### src/resistance_slew_limiter_macros.svh
// ----------------------------------------------------------------------------
// Resistance slew limiter assertion macros
// Shared concurrent assertion forms used by the limiter RTL.
// ----------------------------------------------------------------------------
`ifndef RESISTANCE_SLEW_LIMITER_MACROS_SVH
`define RESISTANCE_SLEW_LIMITER_MACROS_SVH

// Same-cycle implication, disabled during reset.
`define RSL_ASSERT_IMP(label, clk, rst, ante, cons, msg) \
   label: assert property (@(posedge clk) disable iff (rst) (ante) |-> (cons)) \
      else $error(msg);

// Next-cycle implication, disabled during reset.
`define RSL_ASSERT_NEXT(label, clk, rst, ante, cons, msg) \
   label: assert property (@(posedge clk) disable iff (rst) (ante) |=> (cons)) \
      else $error(msg);

`endif

### src/rsl_pkg.sv
// ----------------------------------------------------------------------------
// Resistance slew limiter package
// Widths, reset values, register indexes and payload types of the limiter.
// ----------------------------------------------------------------------------
package rsl_pkg;

   localparam int unsigned ValueWidth = 32;
   localparam int unsigned StepWidth  = 24;
   localparam int unsigned CountWidth = 8;
   localparam int unsigned RangeWidth = 2;
   localparam int unsigned IndexWidth = 2;

   localparam logic [StepWidth-1:0]  LargeStepReset   = 24'd5000;
   localparam logic [StepWidth-1:0]  SmallStepReset   = 24'd100;
   localparam logic [CountWidth-1:0] SmoothCountReset = 8'd64;
   localparam logic [CountWidth-1:0] MaskCountReset   = 8'd6;

   localparam logic [ValueWidth-1:0] MarkerCode = 32'hFFFF_FFFF;
   localparam logic [ValueWidth-1:0] StartValue = 32'd10_000_000;

   localparam logic [IndexWidth-1:0] RegLargeStep   = 2'd0;
   localparam logic [IndexWidth-1:0] RegSmallStep   = 2'd1;
   localparam logic [IndexWidth-1:0] RegSmoothCount = 2'd2;
   localparam logic [IndexWidth-1:0] RegMaskCount   = 2'd3;

   localparam logic KindSample  = 1'b0;
   localparam logic KindRestart = 1'b1;

   typedef struct packed {
      logic [StepWidth-1:0]  large_step;
      logic [StepWidth-1:0]  small_step;
      logic [CountWidth-1:0] smooth_count;
      logic [CountWidth-1:0] mask_count;
   } cfg_type;

   typedef struct packed {
      logic                  kind;
      logic [ValueWidth-1:0] resistance;
      logic [RangeWidth-1:0] range;
   } req_type;

   typedef struct packed {
      logic [ValueWidth-1:0] limited_value;
      logic                  masked;
   } rsp_type;

endpackage

### src/rsl_if.sv
// ----------------------------------------------------------------------------
// Resistance slew limiter channel interfaces
// Valid/ready channels for requests, results and register writes.
// ----------------------------------------------------------------------------
interface rsl_req_if;
   logic                           valid;
   logic                           ready;
   logic                           kind;
   logic [rsl_pkg::ValueWidth-1:0] resistance;
   logic [rsl_pkg::RangeWidth-1:0] range;

   modport source (output valid, kind, resistance, range, input ready);
   modport sink (input valid, kind, resistance, range, output ready);
endinterface

interface rsl_rsp_if;
   logic                           valid;
   logic                           ready;
   logic [rsl_pkg::ValueWidth-1:0] limited_value;
   logic                           masked;

   modport source (output valid, limited_value, masked, input ready);
   modport sink (input valid, limited_value, masked, output ready);
endinterface

interface rsl_csr_if;
   logic                           valid;
   logic                           ready;
   logic [rsl_pkg::IndexWidth-1:0] index;
   logic [rsl_pkg::StepWidth-1:0]  data;

   modport source (output valid, index, data, input ready);
   modport sink (input valid, index, data, output ready);
endinterface

### src/rsl_csr.sv
// ----------------------------------------------------------------------------
// Resistance slew limiter registers
// Holds the step and count registers written through the register channel.
// ----------------------------------------------------------------------------
module rsl_csr (
   input  logic              clock,
   input  logic              reset,
   rsl_csr_if.sink           csr_bus,
   output rsl_pkg::cfg_type  cfg
);

   rsl_pkg::cfg_type cfg_ff;
   rsl_pkg::cfg_type cfg_in;

   assign csr_bus.ready = 1'b1;
   assign cfg = cfg_ff;

   always_comb begin
      cfg_in = cfg_ff;
      if (csr_bus.valid) begin
         unique case (csr_bus.index)
            rsl_pkg::RegLargeStep: begin
               cfg_in.large_step = csr_bus.data;
            end
            rsl_pkg::RegSmallStep: begin
               cfg_in.small_step = csr_bus.data;
            end
            rsl_pkg::RegSmoothCount: begin
               cfg_in.smooth_count = csr_bus.data[rsl_pkg::CountWidth-1:0];
            end
            rsl_pkg::RegMaskCount: begin
               cfg_in.mask_count = csr_bus.data[rsl_pkg::CountWidth-1:0];
            end
         endcase
      end
   end

   always_ff @(posedge clock) begin
      if (reset) begin
         cfg_ff.large_step   <= rsl_pkg::LargeStepReset;
         cfg_ff.small_step   <= rsl_pkg::SmallStepReset;
         cfg_ff.smooth_count <= rsl_pkg::SmoothCountReset;
         cfg_ff.mask_count   <= rsl_pkg::MaskCountReset;
      end else begin
         cfg_ff <= cfg_in;
      end
   end

endmodule

### src/rsl_core.sv
// ----------------------------------------------------------------------------
// Resistance slew limiter core
// Tracks range, step and counters and forms the limited value of a sample.
// ----------------------------------------------------------------------------
`include "resistance_slew_limiter_macros.svh"

module rsl_core (
   input  logic             clock,
   input  logic             reset,
   input  logic             fire,
   input  rsl_pkg::req_type req,
   input  rsl_pkg::cfg_type cfg,
   output logic             res_valid,
   output rsl_pkg::rsp_type res
);

   logic [rsl_pkg::RangeWidth-1:0] prev_range_ff, prev_range_in;
   logic                           have_first_ff, have_first_in;
   logic [rsl_pkg::CountWidth-1:0] mask_left_ff, mask_left_in;
   logic [rsl_pkg::CountWidth-1:0] smooth_left_ff, smooth_left_in;
   logic [rsl_pkg::StepWidth-1:0]  step_now_ff, step_now_in;
   logic [rsl_pkg::ValueWidth-1:0] kept_value_ff, kept_value_in;

   logic                           range_change;
   logic [rsl_pkg::CountWidth-1:0] mask_base;
   logic [rsl_pkg::CountWidth-1:0] smooth_base;
   logic [rsl_pkg::CountWidth-1:0] smooth_next;
   logic [rsl_pkg::StepWidth-1:0]  step_base;
   logic [rsl_pkg::StepWidth-1:0]  step_eff;
   logic [rsl_pkg::ValueWidth-1:0] step_wide;
   logic                           clamp_on;
   logic [rsl_pkg::ValueWidth:0]   upper;
   logic [rsl_pkg::ValueWidth-1:0] lower;
   logic [rsl_pkg::ValueWidth-1:0] limited;

   always_comb begin
      range_change = req.range != prev_range_ff;
      mask_base    = range_change ? cfg.mask_count : mask_left_ff;
      smooth_base  = range_change ? cfg.smooth_count : smooth_left_ff;
      if (range_change) begin
         step_base = (cfg.smooth_count != '0) ? cfg.small_step : cfg.large_step;
      end else begin
         step_base = step_now_ff;
      end

      if (smooth_base != '0) begin
         smooth_next = smooth_base - 1'b1;
         step_eff    = (smooth_next == '0) ? cfg.large_step : step_base;
      end else begin
         smooth_next = '0;
         step_eff    = step_base;
      end

      step_wide = {{(rsl_pkg::ValueWidth-rsl_pkg::StepWidth){1'b0}}, step_eff};
      clamp_on  = have_first_ff && (kept_value_ff > step_wide);
      upper     = {1'b0, kept_value_ff} + {1'b0, step_wide};
      lower     = kept_value_ff - step_wide;

      limited = req.resistance;
      if (clamp_on) begin
         priority if ({1'b0, req.resistance} > upper) begin
            limited = upper[rsl_pkg::ValueWidth-1:0];
         end else if (req.resistance < lower) begin
            limited = lower;
         end
      end

      res_valid = fire && (req.kind == rsl_pkg::KindSample);
      if (mask_base != '0) begin
         res.limited_value = rsl_pkg::MarkerCode;
         res.masked        = 1'b1;
      end else begin
         res.limited_value = limited;
         res.masked        = 1'b0;
      end

      prev_range_in  = prev_range_ff;
      have_first_in  = have_first_ff;
      mask_left_in   = mask_left_ff;
      smooth_left_in = smooth_left_ff;
      step_now_in    = step_now_ff;
      kept_value_in  = kept_value_ff;
      if (fire) begin
         if (req.kind == rsl_pkg::KindRestart) begin
            prev_range_in  = req.range;
            have_first_in  = 1'b0;
            mask_left_in   = cfg.mask_count;
            smooth_left_in = '0;
            step_now_in    = cfg.large_step;
            kept_value_in  = rsl_pkg::StartValue;
         end else begin
            prev_range_in  = req.range;
            have_first_in  = 1'b1;
            mask_left_in   = (mask_base != '0) ? mask_base - 1'b1 : '0;
            smooth_left_in = smooth_next;
            step_now_in    = step_eff;
            kept_value_in  = limited;
         end
      end
   end

   always_ff @(posedge clock) begin
      if (reset) begin
         prev_range_ff  <= '0;
         have_first_ff  <= 1'b0;
         mask_left_ff   <= rsl_pkg::MaskCountReset;
         smooth_left_ff <= '0;
         step_now_ff    <= rsl_pkg::LargeStepReset;
         kept_value_ff  <= rsl_pkg::StartValue;
      end else begin
         prev_range_ff  <= prev_range_in;
         have_first_ff  <= have_first_in;
         mask_left_ff   <= mask_left_in;
         smooth_left_ff <= smooth_left_in;
         step_now_ff    <= step_now_in;
         kept_value_ff  <= kept_value_in;
      end
   end

   `RSL_ASSERT_NEXT(a_sample_arms, clock, reset, res_valid, have_first_ff, "sample did not arm")
   `RSL_ASSERT_NEXT(a_restart_rearms, clock, reset,
      fire && (req.kind == rsl_pkg::KindRestart),
      (kept_value_ff == rsl_pkg::StartValue) && !have_first_ff &&
      (mask_left_ff == $past(cfg.mask_count)), "restart did not re-arm")
   `RSL_ASSERT_IMP(a_unmasked_value, clock, reset,
      res_valid && !range_change && (mask_left_ff == '0),
      !res.masked && (res.limited_value == limited), "unexpected masking")

endmodule

### src/rsl_out.sv
// ----------------------------------------------------------------------------
// Resistance slew limiter result register
// Holds one result until the result channel takes it.
// ----------------------------------------------------------------------------
module rsl_out (
   input  logic             clock,
   input  logic             reset,
   input  logic             res_valid,
   input  rsl_pkg::rsp_type res,
   output logic             free,
   rsl_rsp_if.source        rsp_bus
);

   logic             valid_ff, valid_in;
   rsl_pkg::rsp_type data_ff, data_in;

   assign free = !valid_ff || rsp_bus.ready;

   always_comb begin
      valid_in = valid_ff;
      data_in  = data_ff;
      if (free) begin
         valid_in = res_valid;
         if (res_valid) begin
            data_in = res;
         end
      end
   end

   always_ff @(posedge clock) begin
      if (reset) begin
         valid_ff <= 1'b0;
      end else begin
         valid_ff <= valid_in;
      end
   end

   always_ff @(posedge clock) begin
      data_ff <= data_in;
   end

   assign rsp_bus.valid         = valid_ff;
   assign rsp_bus.limited_value = data_ff.limited_value;
   assign rsp_bus.masked        = data_ff.masked;

endmodule

### src/resistance_slew_limiter.sv
// ----------------------------------------------------------------------------
// Resistance slew limiter
// Limits the change between successive resistance samples and masks the
// outputs that follow a range change or restart.
// ----------------------------------------------------------------------------
// The block takes one request per clock cycle and presents its result in the
// following cycle from a single result register; a sample request yields one
// result and a restart request yields none. A request is taken whenever the
// result register is empty or its result is being taken in the same cycle,
// so throughput is one request per cycle while the result channel keeps up.
// Register writes take effect at the next reload of the step or counters: a
// range change, a restart or the end of a smoothing period.
module resistance_slew_limiter (
   input  logic      clock,
   input  logic      reset,
   rsl_req_if.sink   req_bus,
   rsl_rsp_if.source rsp_bus,
   rsl_csr_if.sink   csr_bus
);

   rsl_pkg::cfg_type cfg;
   rsl_pkg::req_type req;
   rsl_pkg::rsp_type res;
   logic             res_valid;
   logic             free;
   logic             fire;

   assign req_bus.ready = free;
   assign fire          = req_bus.valid && free;
   assign req.kind       = req_bus.kind;
   assign req.resistance = req_bus.resistance;
   assign req.range      = req_bus.range;

   rsl_csr u_csr (
      .clock   (clock),
      .reset   (reset),
      .csr_bus (csr_bus),
      .cfg     (cfg)
   );

   rsl_core u_core (
      .clock     (clock),
      .reset     (reset),
      .fire      (fire),
      .req       (req),
      .cfg       (cfg),
      .res_valid (res_valid),
      .res       (res)
   );

   rsl_out u_out (
      .clock     (clock),
      .reset     (reset),
      .res_valid (res_valid),
      .res       (res),
      .free      (free),
      .rsp_bus   (rsp_bus)
   );

endmodule

### src/flat_wrapper.sv
// flat-port wrapper written by rule: the top's interface ports become plain ports
module resistance_slew_limiter_flat 
  (clock, reset, req_bus_valid, req_bus_kind, req_bus_resistance, req_bus_range, req_bus_ready, rsp_bus_valid, rsp_bus_limited_value, rsp_bus_masked, rsp_bus_ready, csr_bus_valid, csr_bus_index, csr_bus_data, csr_bus_ready);
  rsl_req_if req_bus_i ();
  rsl_rsp_if rsp_bus_i ();
  rsl_csr_if csr_bus_i ();
  input  logic clock;
  input  logic reset;
  input wire logic [$bits(req_bus_i.valid)-1:0] req_bus_valid;
  input wire logic [$bits(req_bus_i.kind)-1:0] req_bus_kind;
  input wire logic [$bits(req_bus_i.resistance)-1:0] req_bus_resistance;
  input wire logic [$bits(req_bus_i.range)-1:0] req_bus_range;
  output wire logic [$bits(req_bus_i.ready)-1:0] req_bus_ready;
  output wire logic [$bits(rsp_bus_i.valid)-1:0] rsp_bus_valid;
  output wire logic [$bits(rsp_bus_i.limited_value)-1:0] rsp_bus_limited_value;
  output wire logic [$bits(rsp_bus_i.masked)-1:0] rsp_bus_masked;
  input wire logic [$bits(rsp_bus_i.ready)-1:0] rsp_bus_ready;
  input wire logic [$bits(csr_bus_i.valid)-1:0] csr_bus_valid;
  input wire logic [$bits(csr_bus_i.index)-1:0] csr_bus_index;
  input wire logic [$bits(csr_bus_i.data)-1:0] csr_bus_data;
  output wire logic [$bits(csr_bus_i.ready)-1:0] csr_bus_ready;
  assign req_bus_i.valid = req_bus_valid;
  assign req_bus_i.kind = req_bus_kind;
  assign req_bus_i.resistance = req_bus_resistance;
  assign req_bus_i.range = req_bus_range;
  assign req_bus_ready = req_bus_i.ready;
  assign rsp_bus_valid = rsp_bus_i.valid;
  assign rsp_bus_limited_value = rsp_bus_i.limited_value;
  assign rsp_bus_masked = rsp_bus_i.masked;
  assign rsp_bus_i.ready = rsp_bus_ready;
  assign csr_bus_i.valid = csr_bus_valid;
  assign csr_bus_i.index = csr_bus_index;
  assign csr_bus_i.data = csr_bus_data;
  assign csr_bus_ready = csr_bus_i.ready;
  resistance_slew_limiter u_core (.clock(clock), .reset(reset), .req_bus(req_bus_i), .rsp_bus(rsp_bus_i), .csr_bus(csr_bus_i));
endmodule
### config.mk
export PLATFORM = sky130hd
export DESIGN_NAME = resistance_slew_limiter_flat
export DESIGN_NICKNAME = d
export VERILOG_FILES = /design/src/rsl_pkg.sv /design/src/rsl_if.sv /design/src/rsl_csr.sv /design/src/rsl_core.sv /design/src/rsl_out.sv /design/src/resistance_slew_limiter.sv /design/src/flat_wrapper.sv
export VERILOG_INCLUDE_DIRS = /design/src /design/src/src
export SDC_FILE = /design/constraint.sdc
export NUM_CORES = 1
export LEC_CHECK = 0
export BUFFER_PORTS_ARGS = -buffer_cell sky130_fd_sc_hd__buf_2
export CAP_MARGIN = 20
export CORE_UTILIZATION = 65
export DETAILED_ROUTE_END_ITERATION = 12
export GPL_TIMING_DRIVEN = 1
export PLACE_DENSITY_LB_ADDON = 0.25
export SLEW_MARGIN = 5
export SYNTH_ARGS = -nofsm -noshare
export SYNTH_HDL_FRONTEND = slang
export SYNTH_SLANG_ARGS = --single-unit
### constraint.sdc
create_clock -name clock -period 25 [get_ports clock]
set_clock_uncertainty 0.1 [all_clocks]
set_input_delay 7.5 -clock clock [delete_from_list [all_inputs] [get_ports clock]]
set_output_delay 7.5 -clock clock [all_outputs]
set_load 0.05 [all_outputs]
==> out/qor.csv <==
metric,value,unit
status,completed,
crit_type,input port to flop,
rr_worst_depth,30,
hold-path-endpoint,u_core.u_csr.cfg[23],
clk_pin_slew,0.08,ns
period_share,0.706,
cts_tree,yes,
p_seq_frac,0.295,
ir_drop,0.0530,mV
core,0.0198,sq mm
portBuffers,100,
ys_seq_area_frac,0.285,
layout_commonest_cell,nand2_1,
routed_via_density,6.88,
gp_congestion,1.01,
arrival,17.76,ns
postCtsHoldBufs,0,
endpoint_kind,flop,
nNetsFinal,1923,
power_density,71.9,mW/mm^2
grt_max_degree,110,
synth_edf_count,33,
start_util,0.673,
max_slew_margin,0.250,
yosys_warnings,0,
crit_top_cell,ha_1,
layout_common_cells,"nand2_1 (250), a21oi_1 (143), dfxtp_1 (140)",
register_area,0.00379,sq mm
worstHoldStart,u_core.u_csr.cfg[23],
avgSynthCellArea,7.85,sq um
die_h,145,um
synth_ff_type,dfxtp_1,
clock_sinks,173,
hold_viol_final,0,
max_freq,0.0566,GHz
min_period,17.66,ns
timing.hold.ws,0.356,ns
critPathLaunchType,input port,
synth_area,0.0133,sq mm
syn_to_final_growth,9.52,%
ctsResizeCount,0,
grt_pass1_vias,12600,
postRouteAntennaNets,0,
numCtsBuffers,17,
wl,44.4,mm
fillers,1551,
synth_nets,1885,
p_sw,0.000452,W
design_area,0.0146,sq mm
synth_cells,1697,
cts_buffer_depth,2,
grtUsageTotal,0.408,
cp_data_required_time,25.09,ns
cts-root-buf,clkbuf_16,
antenna_found_initial,0,
ys_seq_elements,173,
critPathMaxFanout,25,
die_w,145,um
io_pins,102,
wl_per_cell,22.0,um
multi_input_area,0.00887,sq mm
fin_util,0.737,
max_slew.worst_pin.slew,1.12,ns
slowest_delay,0.97,ns
p_total,0.00105,W
cts_max_level,4,
postSynth.asyncResetShare,0,
hold_path.class,flop to flop,
dpl_cell_area,0.0139,sq mm
p_int,0.000597,W
row_count,51,
rrSetupSlack,14.17,ns
hold_path_depth,2,
drive_gt1_frac,0.106,
vias,13800,
dp_hpwl,32.3,mm
crit_path_top_delay_cell,nand2_1,
pwr-share-comb,0.430,
grt_pass1_wl,68.2,mm
overflow,0,
r2r_end,u_core.u_out.rsp_bus.limited_value[2],
tns,0,ns
die_area,0.0211,sq mm
antenna_cells,0,
clockPowerShare,0.274,
drv_cap,0,
synth_cell_types,88,
leakage,5.79,nW
rsz0062_at_grt,false,
swShare,0.431,
drt_iter0_markers,1541,
cts_setup_buffers,0,
drcViolationCount,0,
final-setup-viol-count,0,
timing.rr.start,u_core.u_core.prev_range_ff[1],
slew_viol_final,0,
clk_latency,0.44,ns
drt_pre_antenna_iters,6,
==> metrics by stage <==
step | worst slack, ns | std cells
2_1_floorplan | 8.89 | 1697
3_3_place_gp | 7.57 | 1980
3_5_place_dp | 7.40 | 1980
4_1_cts | 7.71 | 2012
5_1_grt | 7.05 | 2013
6_report | 7.34 | 2013
==> logic make-up (layout without fill, tap and decap cells) <==
family | count (synthesis) | after routing | synth area share
simple gates | 591 | 591 | 0.211
compound gates | 554 | 554 | 0.283
buf+inv | 176 | 227 | 0.0518
flops | 173 | 173 | 0.285
fa+ha+maj | 122 | 122 | 0.115
xor+xnor | 69 | 69 | 0.0459
mux | 11 | 11 | 0.00827
other cells | 1 | 1 | 0.000282
==> area by class of cell <==
cell class,count,area share
clock buffer,17,0.0292
clock inverter,15,0.0148
inverter,77,0.0198
multi-input combinational,1348,0.608
sequential,173,0.260
tap,265,0.0227
timing repair buffer,118,0.0451
==> sequential cells by signal (all words and copies together) (netlist names) <==
signal,cells
u_core.u_core.prev_range_ff,2
u_core.u_out.rsp_bus.valid,1
u_core.u_core.kept_value_ff,32
u_core.u_core.have_first_ff,1
u_core.u_out.rsp_bus.limited_value,32
u_core.u_core.step_now_ff,24
u_core.u_csr.cfg,64
u_core.u_core.smooth_left_ff,8
u_core.u_core.mask_left_ff,8
u_core.u_out.rsp_bus.masked,1
==> worst max-delay path by stage <==
stage / depth (start not counted) / slack [ns] / from / endpoint
floorplan: 37 / 8.89 / req_bus_range[1] / u_core.u_out.rsp_bus.limited_value[16]
global placement: 31 / 7.57 / req_bus_range[0] / u_core.u_out.rsp_bus.limited_value[2]
detailed placement: 31 / 7.40 / req_bus_range[0] / u_core.u_out.rsp_bus.limited_value[2]
CTS: 31 / 7.71 / req_bus_range[0] / u_core.u_out.rsp_bus.limited_value[2]
global route: 32 / 7.05 / req_bus_range[0] / u_core.u_out.rsp_bus.limited_value[29]
finish: 31 / 7.34 / req_bus_range[0] / u_core.u_out.rsp_bus.limited_value[2]
==> routing by layer <==
metal | up-vias | part of all wire | track usage
li1 | 6302 | - | -
met1 | 6440 | 0.40 | 0.546
met2 | 952 | 0.44 | 0.642
met3 | 146 | 0.11 | 0.0651
met4 | 0 | 0.047 | 0.194
met5 | - | 0 | 0
==> worst max-delay path, delay by kind of cell <==
family                   cells  cell delay (ns)
buffers and inverters        4             0.81
AO/OA/AOI/OAI               11             3.47
multiplexers                 1             0.34
adder cells (fa/ha/maj)      3             1.06
XOR/XNOR                     3             0.65
AND/OR/NAND/NOR              9             3.89
==> power by group through the flow <==
stage / sequential [W] / combinational (W) / clock, W
after floorplan: 0.000312 / 0.000307 / 0
after global placement: 0.000315 / 0.000421 / 0
after detailed placement: 0.000315 / 0.000429 / 0
after CTS: 0.000309 / 0.000433 / 0.000285
after global routing: 0.000311 / 0.000483 / 0.000296
final: 0.000310 / 0.000452 / 0.000288
==> synthesized netlist by cell type (all sizes together), types with 8 or more instances <==
library cell / n / area share
buf: 18 / 0.0072
nor3b: 11 / 0.0062
and2: 8 / 0.0038
a31oi: 24 / 0.012
nor2b: 16 / 0.0075
mux2i: 11 / 0.0083
o211ai: 35 / 0.020
nand4: 16 / 0.0075
edfxtp: 33 / 0.074
a32oi: 10 / 0.0066
a211oi: 11 / 0.0062
dfxtp: 140 / 0.21
clkbuf: 81 / 0.023
o21ai: 88 / 0.034
and3: 17 / 0.0080
a21o: 27 / 0.015
ha: 121 / 0.11
o21a: 11 / 0.0062
a22oi: 15 / 0.0085
a221oi: 13 / 0.0085
o31ai: 9 / 0.0065
inv: 77 / 0.022
nand2: 251 / 0.071
nand3b: 17 / 0.0096
nand2b: 23 / 0.011
or3: 14 / 0.0066
xnor2: 48 / 0.032
o22ai: 43 / 0.020
nor2: 110 / 0.031
o22a: 27 / 0.018
a21oi: 145 / 0.055
nor4: 14 / 0.0080
nand3: 33 / 0.012
o21bai: 16 / 0.0090
nor3: 37 / 0.015
xor2: 21 / 0.014
a221o: 12 / 0.0090
No activity file was read; power rests on OpenSTA's default activity.
